### src/rtl/jsu_pkg.sv
package jsu_pkg;

  localparam int unsigned QDEPTH = 4;
  localparam int unsigned QAW    = 2;
  localparam int unsigned QCW    = 3;

  localparam logic [7:0] CH_QUOTE = 8'h22;
  localparam logic [7:0] CH_BSLASH = 8'h5C;
  localparam logic [7:0] CH_SLASH = 8'h2F;
  localparam logic [7:0] CH_B = 8'h62;
  localparam logic [7:0] CH_F = 8'h66;
  localparam logic [7:0] CH_N = 8'h6E;
  localparam logic [7:0] CH_R = 8'h72;
  localparam logic [7:0] CH_T = 8'h74;
  localparam logic [7:0] CH_U = 8'h75;

  localparam logic [15:0] CP_TWO_BYTE = 16'h0080;
  localparam logic [15:0] CP_THREE_BYTE = 16'h0800;
  localparam logic [7:0] LEAD2 = 8'hC0;
  localparam logic [7:0] LEAD3 = 8'hE0;
  localparam logic [7:0] CONT = 8'h80;

  typedef enum logic [1:0] {
    PH_IDLE = 2'd0,
    PH_STR  = 2'd1,
    PH_ESC  = 2'd2,
    PH_HEX  = 2'd3
  } phase_t;

  typedef enum logic [1:0] {
    KIND_DATA  = 2'd0,
    KIND_CLOSE = 2'd1,
    KIND_ERR   = 2'd2
  } kind_t;

  typedef enum logic [2:0] {
    ERR_NONE        = 3'd0,
    ERR_NO_OPEN     = 3'd1,
    ERR_BAD_ESCAPE  = 3'd2,
    ERR_BAD_HEX     = 3'd3,
    ERR_UNTERM_STR  = 3'd4,
    ERR_UNTERM_ESC  = 3'd5,
    ERR_UNTERM_UNI  = 3'd6
  } err_t;

  typedef enum logic [1:0] {
    OP_BYTE  = 2'd0,
    OP_CLOSE = 2'd1,
    OP_ERR   = 2'd2,
    OP_UTF8  = 2'd3
  } op_t;

  // One queued command: a byte, a close, an error or a code point to encode
  typedef struct packed {
    op_t         op;
    logic [15:0] val;
    err_t        err;
  } cmd_t;

endpackage

### src/rtl/json_string_unescape_core.sv
// JSON string unescape core.
// in_ channel: one beat per input byte; in_tuser set marks end of input
// (in_tdata then ignored). out_ channel: decoded bytes, a close marker or
// an error, kind on out_tuser, out_tlast on the final beat caused by one
// input beat. The front decoder classifies each accepted beat in the cycle
// it arrives and queues at most one command; the back end expands a \u
// command into one to three UTF-8 beats, one per cycle while the receiver
// takes them, from a four-entry command queue into a registered output stage.
// Each result beat passes through the command queue, then the output stage.
// Throughput: one input beat per cycle while the queue has room, one output
// beat per cycle while out_tready is high; a \uXXXX escape spends six input
// beats for at most three output beats, so a steady stream keeps pace.
// Reset (rst_n low, synchronous) returns the decoder to awaiting an opening
// quote and empties the queue and output stage. When the receiver holds off
// out_tready, the output beat holds, the queue fills and in_tready falls.
module json_string_unescape_core (
  input  logic        clk,
  input  logic        rst_n,
  input  logic        in_tvalid,
  output logic        in_tready,
  input  logic [7:0]  in_tdata,  // [7:0] in_byte
  input  logic        in_tuser,  // [0] mode
  output logic        out_tvalid,
  input  logic        out_tready,
  output logic [15:0] out_tdata, // [7:0] out_byte, [10:8] error_code, [15:11] zero
  output logic [1:0]  out_tuser, // [1:0] out_kind
  output logic        out_tlast  // last_of_run
);

  logic           q_full, push, pop, head_valid;
  jsu_pkg::cmd_t  push_cmd, head_cmd;
  jsu_pkg::kind_t kind;
  jsu_pkg::err_t  err;
  logic [7:0]     obyte;

  jsu_front u_front (
    .clk      (clk),
    .rst_n    (rst_n),
    .in_valid (in_tvalid),
    .in_end   (in_tuser),
    .in_byte  (in_tdata),
    .q_full   (q_full),
    .in_ready (in_tready),
    .push     (push),
    .push_cmd (push_cmd)
  );

  jsu_queue u_queue (
    .clk        (clk),
    .rst_n      (rst_n),
    .push       (push),
    .push_cmd   (push_cmd),
    .pop        (pop),
    .full       (q_full),
    .head_valid (head_valid),
    .head_cmd   (head_cmd)
  );

  jsu_back u_back (
    .clk        (clk),
    .rst_n      (rst_n),
    .head_valid (head_valid),
    .head_cmd   (head_cmd),
    .pop        (pop),
    .out_valid  (out_tvalid),
    .out_ready  (out_tready),
    .out_kind   (kind),
    .out_byte   (obyte),
    .out_err    (err),
    .out_last   (out_tlast)
  );

  assign out_tdata = {5'd0, err, obyte};
  assign out_tuser = kind;

endmodule

### src/rtl/jsu_front.sv
module jsu_front (
  input  logic          clk,
  input  logic          rst_n,
  input  logic          in_valid,
  input  logic          in_end,
  input  logic [7:0]    in_byte,
  input  logic          q_full,
  output logic          in_ready,
  output logic          push,
  output jsu_pkg::cmd_t push_cmd
);

  jsu_pkg::phase_t phase_r, phase_nxt;
  logic [1:0]      hex_cnt_r, hex_cnt_nxt;
  logic [11:0]     cp_r, cp_nxt;
  jsu_pkg::err_t   fail;
  logic            accept;
  logic [4:0]      hex;

  function automatic logic [4:0] hex_digit(input logic [7:0] c);
    logic [4:0] r;
    r = 5'd0;
    if (c >= 8'h30 && c <= 8'h39) r = {1'b1, c[3:0]};
    else if ((c >= 8'h61 && c <= 8'h66) || (c >= 8'h41 && c <= 8'h46))
      r = {1'b1, c[3:0] + 4'd9};
    return r;
  endfunction

  assign in_ready = !q_full;
  assign accept   = in_valid && in_ready;
  assign hex      = hex_digit(in_byte);

  always_ff @(posedge clk) begin
    if (!rst_n) begin
      phase_r   <= jsu_pkg::PH_IDLE;
      hex_cnt_r <= 2'd0;
      cp_r      <= 12'd0;
    end else begin
      phase_r   <= phase_nxt;
      hex_cnt_r <= hex_cnt_nxt;
      cp_r      <= cp_nxt;
    end
  end

  always_comb begin
    phase_nxt   = phase_r;
    hex_cnt_nxt = hex_cnt_r;
    cp_nxt      = cp_r;
    fail        = jsu_pkg::ERR_NONE;
    push        = 1'b0;
    push_cmd    = '{op: jsu_pkg::OP_BYTE, val: 16'd0, err: jsu_pkg::ERR_NONE};
    if (accept) begin
      unique case (phase_r)
        jsu_pkg::PH_IDLE: begin
          if (in_end || in_byte != jsu_pkg::CH_QUOTE) fail = jsu_pkg::ERR_NO_OPEN;
          else phase_nxt = jsu_pkg::PH_STR;
        end
        jsu_pkg::PH_STR: begin
          priority if (in_end) begin
            fail = jsu_pkg::ERR_UNTERM_STR;
          end else if (in_byte == jsu_pkg::CH_QUOTE) begin
            push         = 1'b1;
            push_cmd.op  = jsu_pkg::OP_CLOSE;
            phase_nxt    = jsu_pkg::PH_IDLE;
          end else if (in_byte == jsu_pkg::CH_BSLASH) begin
            phase_nxt = jsu_pkg::PH_ESC;
          end else begin
            push         = 1'b1;
            push_cmd.val = {8'd0, in_byte};
          end
        end
        jsu_pkg::PH_ESC: begin
          if (in_end) begin
            fail = jsu_pkg::ERR_UNTERM_ESC;
          end else begin
            push      = 1'b1;
            phase_nxt = jsu_pkg::PH_STR;
            unique case (in_byte)
              jsu_pkg::CH_QUOTE, jsu_pkg::CH_BSLASH, jsu_pkg::CH_SLASH:
                push_cmd.val = {8'd0, in_byte};
              jsu_pkg::CH_B: push_cmd.val = 16'h0008;
              jsu_pkg::CH_F: push_cmd.val = 16'h000C;
              jsu_pkg::CH_N: push_cmd.val = 16'h000A;
              jsu_pkg::CH_R: push_cmd.val = 16'h000D;
              jsu_pkg::CH_T: push_cmd.val = 16'h0009;
              jsu_pkg::CH_U: begin
                push        = 1'b0;
                phase_nxt   = jsu_pkg::PH_HEX;
                hex_cnt_nxt = 2'd0;
                cp_nxt      = 12'd0;
              end
              default: begin
                push = 1'b0;
                fail = jsu_pkg::ERR_BAD_ESCAPE;
              end
            endcase
          end
        end
        jsu_pkg::PH_HEX: begin
          priority if (in_end) begin
            fail = jsu_pkg::ERR_UNTERM_UNI;
          end else if (!hex[4]) begin
            fail = jsu_pkg::ERR_BAD_HEX;
          end else if (hex_cnt_r == 2'd3) begin
            push         = 1'b1;
            push_cmd.op  = jsu_pkg::OP_UTF8;
            push_cmd.val = {cp_r, hex[3:0]};
            hex_cnt_nxt  = 2'd0;
            cp_nxt       = 12'd0;
            phase_nxt    = jsu_pkg::PH_STR;
          end else begin
            cp_nxt      = {cp_r[7:0], hex[3:0]};
            hex_cnt_nxt = hex_cnt_r + 2'd1;
          end
        end
        default: phase_nxt = jsu_pkg::PH_IDLE;
      endcase
      if (fail != jsu_pkg::ERR_NONE) begin
        push         = 1'b1;
        push_cmd.op  = jsu_pkg::OP_ERR;
        push_cmd.val = 16'd0;
        push_cmd.err = fail;
        phase_nxt    = jsu_pkg::PH_IDLE;
        hex_cnt_nxt  = 2'd0;
        cp_nxt       = 12'd0;
      end
    end
  end

endmodule

### src/rtl/jsu_queue.sv
module jsu_queue (
  input  logic          clk,
  input  logic          rst_n,
  input  logic          push,
  input  jsu_pkg::cmd_t push_cmd,
  input  logic          pop,
  output logic          full,
  output logic          head_valid,
  output jsu_pkg::cmd_t head_cmd
);

  jsu_pkg::cmd_t                  entries_r [jsu_pkg::QDEPTH];
  logic [jsu_pkg::QAW-1:0]        wr_ptr_r, rd_ptr_r;
  logic [jsu_pkg::QCW-1:0]        count_r, count_nxt;

  assign full       = (count_r == jsu_pkg::QCW'(jsu_pkg::QDEPTH));
  assign head_valid = (count_r != '0);
  assign head_cmd   = entries_r[rd_ptr_r];

  always_comb begin
    count_nxt = count_r;
    if (push && !pop) count_nxt = count_r + 1'b1;
    else if (pop && !push) count_nxt = count_r - 1'b1;
  end

  always_ff @(posedge clk) begin
    if (push) entries_r[wr_ptr_r] <= push_cmd;
  end

  always_ff @(posedge clk) begin
    if (!rst_n) begin
      wr_ptr_r <= '0;
      rd_ptr_r <= '0;
      count_r  <= '0;
    end else begin
      if (push) wr_ptr_r <= wr_ptr_r + 1'b1;
      if (pop) rd_ptr_r <= rd_ptr_r + 1'b1;
      count_r <= count_nxt;
    end
  end

endmodule

### src/rtl/jsu_back.sv
module jsu_back (
  input  logic           clk,
  input  logic           rst_n,
  input  logic           head_valid,
  input  jsu_pkg::cmd_t  head_cmd,
  output logic           pop,
  output logic           out_valid,
  input  logic           out_ready,
  output jsu_pkg::kind_t out_kind,
  output logic [7:0]     out_byte,
  output jsu_pkg::err_t  out_err,
  output logic           out_last
);

  logic [1:0]     seq_r;
  logic [1:0]     n_last;
  logic           load, is_last;
  logic [7:0]     byte_sel;
  logic [15:0]    cp;
  jsu_pkg::kind_t kind_sel;

  logic           valid_r;
  jsu_pkg::kind_t kind_r;
  logic [7:0]     byte_r;
  jsu_pkg::err_t  err_r;
  logic           last_r;

  assign cp = head_cmd.val;

  always_comb begin
    n_last   = 2'd0;
    byte_sel = 8'd0;
    kind_sel = jsu_pkg::KIND_DATA;
    unique case (head_cmd.op)
      jsu_pkg::OP_BYTE:  byte_sel = cp[7:0];
      jsu_pkg::OP_CLOSE: kind_sel = jsu_pkg::KIND_CLOSE;
      jsu_pkg::OP_ERR:   kind_sel = jsu_pkg::KIND_ERR;
      jsu_pkg::OP_UTF8: begin
        priority if (cp < jsu_pkg::CP_TWO_BYTE) begin
          byte_sel = cp[7:0];
        end else if (cp < jsu_pkg::CP_THREE_BYTE) begin
          n_last   = 2'd1;
          byte_sel = (seq_r == 2'd0) ? (jsu_pkg::LEAD2 | {3'd0, cp[10:6]})
                                     : (jsu_pkg::CONT | {2'd0, cp[5:0]});
        end else begin
          n_last = 2'd2;
          unique case (seq_r)
            2'd0:    byte_sel = jsu_pkg::LEAD3 | {4'd0, cp[15:12]};
            2'd1:    byte_sel = jsu_pkg::CONT | {2'd0, cp[11:6]};
            default: byte_sel = jsu_pkg::CONT | {2'd0, cp[5:0]};
          endcase
        end
      end
      default: kind_sel = jsu_pkg::KIND_ERR;
    endcase
  end

  assign is_last = (seq_r == n_last);
  assign load    = head_valid && (!valid_r || out_ready);
  assign pop     = load && is_last;

  always_ff @(posedge clk) begin
    if (!rst_n) begin
      valid_r <= 1'b0;
      seq_r   <= 2'd0;
    end else begin
      if (load) begin
        valid_r <= 1'b1;
        seq_r   <= is_last ? 2'd0 : seq_r + 2'd1;
      end else if (out_ready) begin
        valid_r <= 1'b0;
      end
    end
  end

  always_ff @(posedge clk) begin
    if (load) begin
      kind_r <= kind_sel;
      byte_r <= byte_sel;
      err_r  <= head_cmd.err;
      last_r <= is_last;
    end
  end

  assign out_valid = valid_r;
  assign out_kind  = kind_r;
  assign out_byte  = byte_r;
  assign out_err   = err_r;
  assign out_last  = last_r;

endmodule

### config.mk
export PLATFORM = sky130hd
export DESIGN_NAME = json_string_unescape_core
export DESIGN_NICKNAME = d
export VERILOG_FILES = /design/src/rtl/jsu_pkg.sv /design/src/rtl/json_string_unescape_core.sv /design/src/rtl/jsu_front.sv /design/src/rtl/jsu_queue.sv /design/src/rtl/jsu_back.sv
export SDC_FILE = /design/constraint.sdc
export NUM_CORES = 1
export LEC_CHECK = 0
export BUFFER_PORTS_ARGS = -buffer_cell sky130_fd_sc_hd__clkbuf_2
export CAP_MARGIN = 5
export CORE_AREA = 2 2 145 147
export CTS_CLUSTER_DIAMETER = 100
export DETAILED_ROUTE_END_ITERATION = 6
export DIE_AREA = 0 0 147 149
export SLEW_MARGIN = 20
export SYNTH_ARGS = -nofsm -noshare
export SYNTH_HDL_FRONTEND = slang
export SYNTH_SLANG_ARGS = --single-unit
### constraint.sdc
create_clock -name clk -period 4.8 [get_ports clk]
set_input_delay 0.48 -clock clk [delete_from_list [all_inputs] [get_ports clk]]
set_output_delay 0.48 -clock clk [all_outputs]
set_load 0.02 [all_outputs]
==> reports/metrics.cfg <==
[detailed_routing]
firstDrtPassIters = 6
vias_per_cell = 4.95
drtIter0Drc = 288
vias = 3840
antenna_left = 0
drc = 0
wire_per_inst_microns = 16.5
postRouteWirelength_microns = 12800

[min_path]
hp-class = in2reg
hp-start = out_tready

[yosys]
synth_area_sq_um = 6040
synth-main-ff-cell = edfxtp_1
ys_types = 74
synth-seq-area-share_pct = 58.0
syn_avg_cell_area_sq_um = 13.4
ys_seq_elements = 126
syn_inst = 449
ys.warnings.count = 0
synth_edf_count = 98
async_flop_share_pct = 0

[timing]
finalHoldViolations = 0
slew_headroom_pct = 31.9
fin_skew_ns = 0.0106
min_period_over_period_pct = 82.7
whs_ns = 0.360
tightestPinTransition_ns = 1.02
slew_viol_final = 0
setup_violations = 0
min_period_ns = 3.97
final.setup.tns_ns = 0
max_freq_mhz = 252
rsz0062_at_grt = no
fin_ws_ns = 0.831

[floorplan]
die_x_microns = 147
die_y_microns = 149
dieArea_sq_um = 21900
start_util_pct = 29.4
rows = 53
io_pins = 34
core-area_sq_um = 20600

[finish]
mostFrequentLayoutCells = 98 x edfxtp_1, 29 x nor2_1, 28 x dfxtp_1, 28 x clkbuf_2, 24 x inv_1
drive_above_1_share_pct = 20.6
postLayoutCellArea_sq_um = 7100
nNetsFinal = 525
fin_util_pct = 34.5
finalNonFillerCells = 776
areaGrowthSynthToFinish_pct = 17.6
final_common_cell = edfxtp_1
diodes = 0

[clock_tree]
root_buffer = clkbuf_16
post_cts_buffers = 0
h-tree-depth = 4
ctsResizeCount = 0
insertion_delay_ns = 0.41
clk_pin_slew_ns = 0.05
max-clock-path-buffers = 2
hold_buffers = 0
cts_made_buffers = 17
cts_tree = yes
clkSinkCount = 126

[setup_path]
crit_fanout = 10
crit_path_start_kind = register
worstPathArrival_ns = 4.30
endpoint_kind = register
required_ns = 5.13
critPathKind = reg2reg

[global_routing]
overflow = 0
grt_pass1_vias = 3938
antenna_found_initial = 0
grt_start_max_net_pins = 22
grtUsageTotal_pct = 12.1
grt_pass1_wl_microns = 20600

[status]
status = completed

[power_and_ir_drop]
power.static_leakage_nw = 2.58
ir_drop_mv = 0.255
powerDensity_nw_per_um2 = 506
finalPower_mw = 3.59

[placed_design]
gp_congestion = 0.873
dp_hpwl_microns = 8980
placed_area_sq_um = 6480
dpl.cell_count = 744
dp_slack_ns = 0.471
io_buffers = 28

[run]
cap_violations = 0

==> kinds of logic (layout without fill, tap and decap cells) <==
group / Yosys count / count (layout) / share of synthesized area [%]
compound gates: 99 / 99 / 12.3
fa+ha+maj: 24 / 24 / 5.10
simple gates: 123 / 123 / 11.5
flops: 126 / 126 / 58.0
buf+inv: 44 / 92 / 3.40
mux: 27 / 27 / 8.87
other cells: 1 / 5 / 0.0621
xor+xnor: 5 / 5 / 0.725
==> state kept, by name, summed over array words and instances, names as in the netlist, 3 cells and up, named ones only <==
name	cells
u_back.out_byte	8
u_back.out_err	3
u_front.cp_r	12
u_queue.count_r	3
u_queue.entries_r	84
==> path summary, 6_finish.rpt <==
path,end,slack (ns),depth (start not counted)
setup / recovery,u_queue.count_r[2],0.83,11
setup reg to reg,u_queue.count_r[2],0.83,11
hold reg to reg,u_front.cp_r[9],0.47,1
hold / removal,u_back.out_valid,0.36,4
==> power by group <==
| group | switching, mW | internal [mW] | leakage [nW] |
|---|---|---|---|
| clock | 0.459 | 0.866 | 0.293 |
| combinational | 0.520 | 0.329 | 1.04 |
| sequential | 0.0635 | 1.36 | 1.24 |
| total | 1.04 | 2.55 | 2.58 |
==> critical path: stages (launching register included) <==
cell      delay [ns]
dfxtp_1         0.72
mux4_2          0.61
or4_1           0.65
o211ai_1        0.21
a21o_1          0.16
a21o_1          0.20
ha_1            0.20
inv_1           0.06
fa_1            0.42
xor2_1          0.17
or3_1           0.30
a21boi_0        0.16
==> routing by layer <==
| metal | GRT usage, % | vias to the layer above | wire, microns |
|---|---|---|---|
| li1 | - | 1823 | - |
| met1 | 15.3 | 1885 | 5850 |
| met2 | 19.9 | 111 | 6160 |
| met3 | 2.91 | 21 | 538 |
| met4 | 5.38 | 0 | 239 |
| met5 | 0 | - | 0 |
==> area by class of cell <==
type / count / area [sq um]
fill: 2032 / 13500
sequential: 126 / 3500
multi-input combinational: 283 / 2340
clock buffer: 17 / 425
tap: 275 / 344
clock inverter: 15 / 195
timing repair buffer: 35 / 193
inverter: 25 / 93.8
==> synth_stat cells, types with 8 or more instances <==
master	number	area [sq um]
edfxtp_1	98	2940
nor2_1	29	109
dfxtp_1	28	561
inv_1	24	90.1
ha_1	23	288
nand2_1	22	82.6
mux4_2	21	473
a22o_1	17	149
o21ai_0	16	80.1
a21oi_1	15	75.1
and3_1	10	62.6
and2_1	9	56.3
nand3_1	8	40.0
Note: power is estimated with default switching activity, not from simulation.
